## config.mk

```make
export PLATFORM = sky130hd
export DESIGN_NAME = hid_keyboard_report_tracker
export DESIGN_NICKNAME = d
export VERILOG_FILES = /design/src/hw/rtl/hkr_pkg.sv /design/src/hw/rtl/hid_keyboard_report_tracker.sv /design/src/hw/rtl/hkr_update.sv
export SDC_FILE = /design/constraint.sdc
export NUM_CORES = 1
export LEC_CHECK = 0
export ABC_AREA = 1
export BUFFER_PORTS_ARGS = -buffer_cell sky130_fd_sc_hd__buf_4
export CELL_PAD_IN_SITES_DETAIL_PLACEMENT = 1
export CELL_PAD_IN_SITES_GLOBAL_PLACEMENT = 2
export CORE_MARGIN = 1.5
export CORE_UTILIZATION = 31
export DETAILED_ROUTE_END_ITERATION = 6
export PLACE_DENSITY = 0.75
export SLEW_MARGIN = 20
export SYNTH_ARGS = -nofsm -noshare
export SYNTH_HDL_FRONTEND = slang
export SYNTH_SLANG_ARGS = --single-unit
```

## constraint.sdc

```tcl
create_clock -name aclk -period 3.15 [get_ports aclk]
set_input_delay 0.315 -clock aclk [delete_from_list [all_inputs] [get_ports aclk]]
set_output_delay 0.315 -clock aclk [all_outputs]
set_load 0.05 [all_outputs]
```

## src/hw/rtl/hkr_pkg.sv

```systemverilog
`default_nettype none

package hkr_pkg;

    localparam int SLOTS        = 6;
    localparam int OUT_SLOTS    = 6;
    localparam int REPORT_LEN_W = 4;
    localparam int LEN_W        = ($clog2(SLOTS + 3) > REPORT_LEN_W) ?
                                  $clog2(SLOTS + 3) : REPORT_LEN_W;

    localparam logic [4:0]              MOD_PREFIX  = 5'b11100;
    localparam logic [7:0]              EMPTY_KEY   = 8'h00;
    localparam logic [REPORT_LEN_W-1:0] LEN_MAX     = '1;
    localparam logic [REPORT_LEN_W-1:0] LEN_NONE    = '0;
    localparam logic [REPORT_LEN_W-1:0] LEN_MIN_REL = REPORT_LEN_W'(2);

    typedef logic [7:0]                 key_t;
    typedef key_t [SLOTS-1:0]           slots_t;
    typedef key_t [OUT_SLOTS-1:0]       out_slots_t;

    typedef struct packed {
        logic [7:0]              modifiers;
        out_slots_t              slots;
        logic                    send_report;
        logic [REPORT_LEN_W-1:0] report_len;
    } report_t;

endpackage

`default_nettype wire

```

## src/hw/rtl/hid_keyboard_report_tracker.sv

```systemverilog
// channel | direction | payload                                   | handshake
// s_      | in        | pressed, key_code                         | s_valid/s_ready
// m_      | out       | modifiers, slot0..5, send_report, len     | m_valid/m_ready
//
// One event per cycle sustained while the result is not stalled.
// Event is captured in an input register, then the slot update and result are
// computed in one pass and loaded into the result register and state together.
// aresetn (synchronous) clears modifiers, slots and both valid flags.
// A stalled result holds the input register; s_ready drops only when both are full.
`default_nettype none

module hid_keyboard_report_tracker (
    input  wire logic        aclk,
    input  wire logic        aresetn,
    input  wire logic        s_valid,
    output logic             s_ready,
    input  wire logic        s_pressed,
    input  wire logic [7:0]  s_key_code,
    output logic             m_valid,
    input  wire logic        m_ready,
    output logic [7:0]       m_modifiers,
    output logic [7:0]       m_slot0,
    output logic [7:0]       m_slot1,
    output logic [7:0]       m_slot2,
    output logic [7:0]       m_slot3,
    output logic [7:0]       m_slot4,
    output logic [7:0]       m_slot5,
    output logic             m_send_report,
    output logic [3:0]       m_report_len
);

    logic              in_valid_reg;
    logic              in_pressed_reg;
    logic [7:0]        in_code_reg;
    logic              out_valid_reg;
    hkr_pkg::report_t  out_reg;
    logic [7:0]        mods_reg;
    logic [7:0]        mods_next;
    hkr_pkg::slots_t   slots_reg;
    hkr_pkg::slots_t   slots_next;
    hkr_pkg::report_t  report;
    logic              advance;

    assign advance = in_valid_reg && (!out_valid_reg || m_ready);
    assign s_ready = !in_valid_reg || advance;

    hkr_update u_update (
        .pressed    (in_pressed_reg),
        .key_code   (in_code_reg),
        .mods       (mods_reg),
        .slots      (slots_reg),
        .mods_next  (mods_next),
        .slots_next (slots_next),
        .report     (report)
    );

    always_ff @(posedge aclk) begin
        if (!aresetn) begin
            in_valid_reg  <= 1'b0;
            out_valid_reg <= 1'b0;
            mods_reg      <= '0;
            slots_reg     <= '0;
        end else begin
            if (s_ready) begin
                in_valid_reg <= s_valid;
            end
            if (advance) begin
                out_valid_reg <= 1'b1;
                mods_reg      <= mods_next;
                slots_reg     <= slots_next;
            end else if (m_ready) begin
                out_valid_reg <= 1'b0;
            end
        end
    end

    always_ff @(posedge aclk) begin
        if (s_ready && s_valid) begin
            in_pressed_reg <= s_pressed;
            in_code_reg    <= s_key_code;
        end
        if (advance) begin
            out_reg <= report;
        end
    end

    assign m_valid       = out_valid_reg;
    assign m_modifiers   = out_reg.modifiers;
    assign m_slot0       = out_reg.slots[0];
    assign m_slot1       = out_reg.slots[1];
    assign m_slot2       = out_reg.slots[2];
    assign m_slot3       = out_reg.slots[3];
    assign m_slot4       = out_reg.slots[4];
    assign m_slot5       = out_reg.slots[5];
    assign m_send_report = out_reg.send_report;
    assign m_report_len  = out_reg.report_len;

`ifndef SYNTH
    a_len_zero_no_send: assert property (@(posedge aclk) disable iff (!aresetn)
        m_valid && !m_send_report |-> m_report_len == hkr_pkg::LEN_NONE)
        else $error("report length set without a report request");

    a_len_min_send: assert property (@(posedge aclk) disable iff (!aresetn)
        m_valid && m_send_report |-> m_report_len >= hkr_pkg::LEN_MIN_REL)
        else $error("report length below header size");

    a_state_hold: assert property (@(posedge aclk) disable iff (!aresetn)
        !advance |=> $stable(slots_reg) && $stable(mods_reg))
        else $error("key state changed without a beat");

    a_ready_low: assert property (@(posedge aclk) disable iff (!aresetn)
        !s_ready |-> in_valid_reg && out_valid_reg && !m_ready)
        else $error("input stalled while pipeline could move");

    a_stall_hold: assert property (@(posedge aclk) disable iff (!aresetn)
        in_valid_reg && !advance |=> in_valid_reg && $stable(in_code_reg)
        && $stable(in_pressed_reg))
        else $error("held event lost during result stall");
`endif

endmodule

`default_nettype wire

```

## src/hw/rtl/hkr_update.sv

```systemverilog
`default_nettype none

module hkr_update (
    input  wire logic           pressed,
    input  wire logic [7:0]     key_code,
    input  wire logic [7:0]     mods,
    input  wire hkr_pkg::slots_t slots,
    output logic [7:0]          mods_next,
    output hkr_pkg::slots_t     slots_next,
    output hkr_pkg::report_t    report
);

    logic                                  is_mod;
    logic [7:0]                            mod_bit;
    logic [hkr_pkg::SLOTS:0][7:0]          ext;
    logic [hkr_pkg::SLOTS+hkr_pkg::OUT_SLOTS-1:0][7:0] pad;
    logic                                  found;
    logic                                  active;
    logic                                  send;
    logic [hkr_pkg::LEN_W-1:0]             len;

    assign is_mod  = (key_code[7:3] == hkr_pkg::MOD_PREFIX);
    assign mod_bit = 8'(1) << key_code[2:0];
    assign ext     = {hkr_pkg::EMPTY_KEY, slots};

    always_comb begin
        mods_next  = mods;
        slots_next = slots;
        found      = 1'b0;
        active     = 1'b0;
        send       = 1'b0;
        len        = '0;
        if (is_mod) begin
            if (pressed) begin
                mods_next = mods | mod_bit;
            end else begin
                mods_next = mods & ~mod_bit;
            end
        end else if (pressed) begin
            for (int j = 0; j < hkr_pkg::SLOTS; j++) begin
                if (!found && slots[j] == hkr_pkg::EMPTY_KEY) begin
                    slots_next[j] = key_code;
                    found         = 1'b1;
                    send          = 1'b1;
                    len           = hkr_pkg::LEN_W'(j + 3);
                end
            end
        end else begin
            send = 1'b1;
            len  = hkr_pkg::LEN_W'(hkr_pkg::SLOTS + 2);
            for (int j = 0; j < hkr_pkg::SLOTS; j++) begin
                if (!found && slots[j] == key_code) begin
                    found  = 1'b1;
                    active = 1'b1;
                end
                if (active) begin
                    slots_next[j] = ext[j+1];
                    if (ext[j+1] == hkr_pkg::EMPTY_KEY) begin
                        len    = hkr_pkg::LEN_W'(j + 2);
                        active = 1'b0;
                    end
                end
            end
        end
    end

    // slots beyond the configured count read as empty
    assign pad = {{hkr_pkg::OUT_SLOTS{hkr_pkg::EMPTY_KEY}}, slots_next};

    always_comb begin
        report.modifiers   = mods_next;
        report.send_report = send;
        for (int k = 0; k < hkr_pkg::OUT_SLOTS; k++) begin
            report.slots[k] = pad[k];
        end
        if (!send) begin
            report.report_len = hkr_pkg::LEN_NONE;
        end else if (len > hkr_pkg::LEN_W'(hkr_pkg::LEN_MAX)) begin
            report.report_len = hkr_pkg::LEN_MAX;
        end else begin
            report.report_len = len[hkr_pkg::REPORT_LEN_W-1:0];
        end
    end

endmodule

`default_nettype wire

```

==> summary.txt, run 1 <==
Slew headroom = 54.11%
max reg flops = 48
top-count cell post-synth = nand2_1
largest net degree at the start of global routing = 72
switching power = 1727 µW
sequential fraction of design power = 40.0%
total track usage = 22.04%
Routed WL per cell = 18.32 µm
Ys Warns = 0
fin crit period = 2.687 ns
most frequent cells after synthesis = nand2_1 (264), inv_1 (136), a21oi_1 (89), o21ai_0 (88), edfxtp_1 (70)
kind of critical path = flip-flop to flip-flop
mean area per synthesized cell = 7.425 µm²
crit share post-route = 85.32%
part of the power in combinational logic = 21.0%
distinct cell type count after synthesis = 40
pre-CTS setup slack = 0.2101 ns
vias per cell = 4.891
first-pass GRT wire length = 40.59 mm
Max-cap violations = 0
sw frac = 34.62%
CTS sink count = 128
final layout net count = 1087
drt total wl = 25.76 mm
status = finished clean
Critical Path RT = 3.48 ns
maximum VDD drop = 307.1 µV
main area contributors after synthesis = edfxtp_1 (29%), dfxtp_1 (16%), nand2_1 (14%)
Port-buffer cells = 75
internal power = 3261 µW
uppermost layer routed = met4
number of flops mapped to enable cells by yosys = 70
met3 WL post-DR = 945 µm
layout cell share with drive strength beyond 1 = 17.76%
Metal-1 WL = 12.59 mm
Hold Path Class = input port to flip-flop
DR iter-0 viols = 388
Final Hold Viols = 0
worst skew pair latency = 0.44 ns
DPL Wire Length = 18.19 mm
sequential area share after synthesis = 44.53%
Clock Pin Slew Worst Setup and Hold Paths = 0.07 ns
n_diodes = 0
f_max = 372.1 MHz
Fin Clk Skew = 0.009510 ns
Longest Clk Path Bufs = 2
post-synth top area share = 28.68%
H-tree Lvls = 4
mapped cell area = 7328 µm²
Worst Setup End Kind = flip-flop
initial antenna violation count = 0
GRT Residual Overflow = 0
CP max FO = 16
LEAKAGE = 0.004082 µW
FF+latch count, synth = 128
area delta synth->final = 21.82%
Die Span Y = 156.8 µm
RSZ-0062 raised after global routing = no
Synth Instances = 987
Critical Path AT = 3.02 ns
setup violators final = 0
IO Pins = 76
root buf cell = clkbuf_16
area of the die = 24570 µm²
vias in the first global route = 6871
Post-Synthesis Net Count = 1000
Initial Util = 31.41%
cell taking the most area after synthesis = edfxtp_1
setup total negative slack = 0 ns
via count = 6877
Die X = 156.8 µm
Core Footprint = 23330 µm²
worst-margin pin slew = 0.6883 ns
Remaining DRCs = 0
asr flop ratio synth = 0%
1st-pass router iterations = 5
final worst slack = 0.4625 ns
Worst Setup Start Kind = flip-flop
ANT nets after route = 0
pwr dens = 558.6 nW/µm²
Fill cells = 2904
Total Power Consumption = 4987 µW
row cnt = 56
GPL Wtd Cong = 0.8249
CTS tree = built
clock share of power = 39.0%
Main synth FF type = edfxtp_1
metal2 WL = 11.81 mm
CTS buffer count = 17
Pins Over Slew Limit = 0
post-CTS sizing = 0
-- worst max-delay path: stages, from the launching register on --
cell      delay, ns
edfxtp_1       0.57
inv_2          0.26
nand2_1        0.08
nand2_1        0.06
nand2_1        0.05
nor2_1         0.23
nand2_2        0.14
nand2_4        0.11
nand2_1        0.05
buf_4          0.19
o21ai_0        0.24
a21oi_1        0.07
o21ai_0        0.13
o21ai_0        0.15
o21ai_0        0.18
inv_1          0.06
-- logic make-up (layout without fill, tap and decap cells) --
| family | Yosys count | count (layout) | share of synthesized area [%] |
|---|---|---|---|
| buffers and inverters | 193 | 293 | 11.06 |
| XOR/XNOR | 22 | 22 | 2.629 |
| AND/OR/NAND/NOR | 414 | 414 | 24.21 |
| AO/OA/AOI/OAI | 230 | 230 | 17.57 |
| flip-flops | 128 | 128 | 44.53 |
-- metal layers --
metal  track usage (%)  vias up
li1                  -     3420
met1             30.31     3294
met2             34.93      135
met3             3.545       28
met4             7.619        0
met5                 0        -
-- power groups by stage --
stage	Sequential [µW]	Combinational (µW)	Clock, µW
3_5_place_dp	2030	1040	0
2_1_floorplan	2170	545	0
3_3_place_gp	2030	1030	0
6_report	1990	1050	1950
5_1_grt	2010	1160	2060
4_1_cts	2000	1040	1990
-- repair_timing --
item                                    in CTS  in global routing
endpoints found under the setup margin       0                 18
hold buffers                                 0                  0
buffers inserted                             0                  4
-- through the flow --
step                      util, %  area [µm²]  std cells  hold slack [ns]
final                       38.26        8927       1406          0.05202
after global routing        38.26        8927       1406          0.04172
after CTS                   38.13        8897       1402          0.04402
after detailed placement    35.69        8327       1370           0.4946
after global placement      35.69        8327       1370           0.4943
after floorplan                 -        7333        987           0.4139
-- placed cells by master (no fill, tap or decap), types with 9 or more instances in the layout --
| cell | n |
|---|---|
| o21ai_0 | 88 |
| a211oi_1 | 9 |
| nand2_1 | 263 |
| inv_1 | 135 |
| clkbuf_16 | 17 |
| nand3_1 | 44 |
| a21oi_1 | 89 |
| buf_4 | 117 |
| a21oi_2 | 15 |
| edfxtp_1 | 70 |
| xnor2_1 | 10 |
| nor2_1 | 57 |
| xor2_1 | 12 |
| o211ai_1 | 13 |
| dfxtp_1 | 58 |
| nand2_2 | 9 |
| nand4_1 | 18 |
-- final timing paths --
path / to / slack [ns] / startpoint / depth (start not counted)
setup / recovery: slots_reg[8] / 0.46 / in_code_reg[1] / 15
hold / removal: in_code_reg[2] / 0.05 / s_key_code[2] / 1
setup reg to reg: slots_reg[8] / 0.46 / in_code_reg[1] / 15
hold reg to reg: m_valid / 0.54 / m_valid / 2
-- final cells by class --
class                           count  area, µm²  area share (%)
Inverter                          143      539.3           6.041
Multi-Input combinational cell    666       3257           36.48
Clock buffer                       17      425.4           4.765
Tap cell                          319      399.1           4.471
Clock inverter                     15      145.1           1.626
Timing Repair Buffer              118      898.4           10.06
Sequential cell                   128       3263           36.55
Power figures use the tool's default switching activity.
==> inputs of run 2 (changes only) <==
--- a/config.mk
+++ b/config.mk
@@ -10,9 +10,9 @@
 export CELL_PAD_IN_SITES_DETAIL_PLACEMENT = 1
 export CELL_PAD_IN_SITES_GLOBAL_PLACEMENT = 2
 export CORE_MARGIN = 1.5
-export CORE_UTILIZATION = 31
+export CORE_UTILIZATION = 34
 export DETAILED_ROUTE_END_ITERATION = 6
-export PLACE_DENSITY = 0.75
+export PLACE_DENSITY = 0.78
 export SLEW_MARGIN = 20
 export SYNTH_ARGS = -nofsm -noshare
 export SYNTH_HDL_FRONTEND = slang
==> constraint.sdc (replaced) <==
create_clock -name aclk -period 2.5 [get_ports aclk]
set_input_delay 0.25 -clock aclk [delete_from_list [all_inputs] [get_ports aclk]]
set_output_delay 0.25 -clock aclk [all_outputs]
set_load 0.005 [all_outputs]
==> run 2 against run 1 <==
Net effect: non-clock buffer count up 82; critical path type unchanged; worst setup slack worse by 0.43 ns; cell area up 9.1%; combinational power up 28%; highest routed layer unchanged.
==> summary.txt, run 2 (synthesis results as in run 1) <==
status = finished clean
root buf cell = clkbuf_16
Hold Path Sink = in_code_reg[7]
Die Span Y = 149.8 µm
maximum VDD drop = 411.8 µV
RR Startpoint = in_code_reg[5]
Critical Path AT = 2.63 ns
Hold Crit Depth = 1
placed insts = 1387
Reg2Reg Setup Slack = 0.03 ns
largest net degree at the start of global routing = 57
initial antenna violation count = 0
crit-path cells = inv_2, buf_4, nand2_1, nand2_1, nand2_1, nor2_2, nand2_2, inv_2, nor2_4, buf_4, nand4_1, nand2_2, nand2_4, nand3b_1, o21ai_1, nor2_1
leading cell type in the layout, fill and taps excluded = nand2_1
critical path startpoint = in_code_reg[5]
IO Pins = 76
1st-pass router iterations = 4
Worst Setup End Kind = flip-flop
layout cell share with drive strength beyond 1 = 25.47%
Initial Util = 34.75%
setup violators final = 0
Final Hold Viols = 0
Critical Path Most Common Cell = nand2_1
total track usage = 24.66%
Remaining DRCs = 0
most frequent cells in the layout = nand2_1 (249), buf_4 (181), inv_1 (135)
max reg flops = 48
ANT nets after route = 0
area delta synth->final = 32.92%
Slowest cell on crit path = edfxtp_1
crit share post-route = 98.62%
Hold Crit Start = s_key_code[7]
Design Area, Final = 9741 µm²
Fill cells = 2583
Die X = 149.8 µm
CTS buffer count = 17
GPL Wtd Cong = 0.8862
Worst Setup Start Kind = flip-flop
LEAKAGE = 0.004551 µW
CP max FO = 5
path depth of the worst reg2reg path = 16
Final Instance Count excl. Fillers = 1445
first-pass GRT wire length = 41.94 mm
GRT Residual Overflow = 0
area of the die = 22440 µm²
Core Footprint = 21090 µm²
reg2reg end = m_report_len[0]
Max-cap violations = 0
DR iter-0 viols = 418
Post-DP Area = 8755 µm²
Slew headroom = 58.45%
Fin Clk Skew = 0.01209 ns
drt total wl = 26.79 mm
pwr dens = 648.5 nW/µm²
Clock Pin Slew Worst Setup and Hold Paths = 0.06 ns
f_max = 405.6 MHz
CTS tree = built
final layout net count = 1170
vias per cell = 5.068
critical path's largest stage delay = 0.50 ns
pre-CTS setup slack = -0.1795 ns
H-tree Lvls = 4
kind of critical path = flip-flop to flip-flop
fin crit period = 2.466 ns
DPL Wire Length = 19.06 mm
Pins Over Slew Limit = 0
n_diodes = 0
Routed WL per cell = 18.54 µm
row cnt = 53
Hold Path Class = input port to flip-flop
CTS sink count = 128
worst skew pair latency = 0.43 ns
vias in the first global route = 7323
final core occ = 46.19%
worst-margin pin slew = 0.6233 ns
RSZ-0062 raised after global routing = yes
Port-buffer cells = 75
Longest Clk Path Bufs = 2
Critical Path RT = 2.66 ns
via count = 7323
final worst slack = 0.03441 ns
## run 2: cell count changes in the layout (fill, tap and decap cells not counted), moves of 7 or more
cell           delta
nor2_1            -7
dlygate4sd3_1     +7
nand2_1          -14
o21ai_1          +11
nand2_2          +10
buf_6             +8
o21ai_0          -12
buf_4            +64
## run 2: timing repair
| action | CTS | global route |
|---|---|---|
| endpoints found under the hold margin | 7 | 0 |
| endpoints found under the setup margin | 71 | 81 |
| gates cloned | 0 | 1 |
| buffers inserted | 3 | 15 |
| gates resized for setup | 7 | 55 |
| hold buffers | 7 | 0 |
| pin swaps | 0 | 8 |
## run 2: metrics by stage
step	power, µW	TNS (ns)	hold WS (ns)
floorplan	3204	0	0.3489
global placement	3766	-3.191	0.4302
detailed placement	3781	-4.877	0.4298
CTS	6310	0	0.01505
global route	6613	-1.030	0.01047
finish	6317	0	0.02623
## run 2: critical path: cells and delay by family, from the launching register on
kind	cells	cell delay [ns]
flip-flops	1	0.50
AO/OA/AOI/OAI	1	0.14
buffers and inverters	4	0.48
AND/OR/NAND/NOR	11	1.07
## run 2: layout make-up
type                    instances  area (µm²)  area share [%]
flip-flops and latches        128        3263           33.50
multi-input cells             667        3413           35.04
clock buffers                  17       425.4           4.367
well taps                     275       344.1           3.532
inverters                     143       544.3           5.588
repair buffers                200        1599           16.42
clock inverters                15       151.4           1.554
## run 2: how the worst max path moves through the flow
stage,to,slack [ns],depth (start not counted)
finish,m_report_len[0],0.03,16
global route,m_report_len[0],-0.08,15
CTS,m_slot4[6],0.004,16
detailed placement,m_slot2[6],-0.18,13
global placement,m_slot4[0],-0.16,16
floorplan,m_modifiers[0],0.36,4
## run 2: metal layers
metal,up-vias,global-route usage (%),wire length (µm)
met3,33,4.360,952
li1,3582,-,-
met4,0,7.157,473
met2,152,39.31,12460
met5,-,0,0
met1,3556,34.07,12900
## run 2: report_power, final
group / leakage [µW] / internal, µW / total, µW / switching [µW]
clock network: 0.000279 / 1400 / 2490 / 1090
registers: 0.00115 / 2390 / 2490 / 100
logic: 0.00312 / 530 / 1340 / 807
total: 0.00455 / 4320 / 6320 / 1990
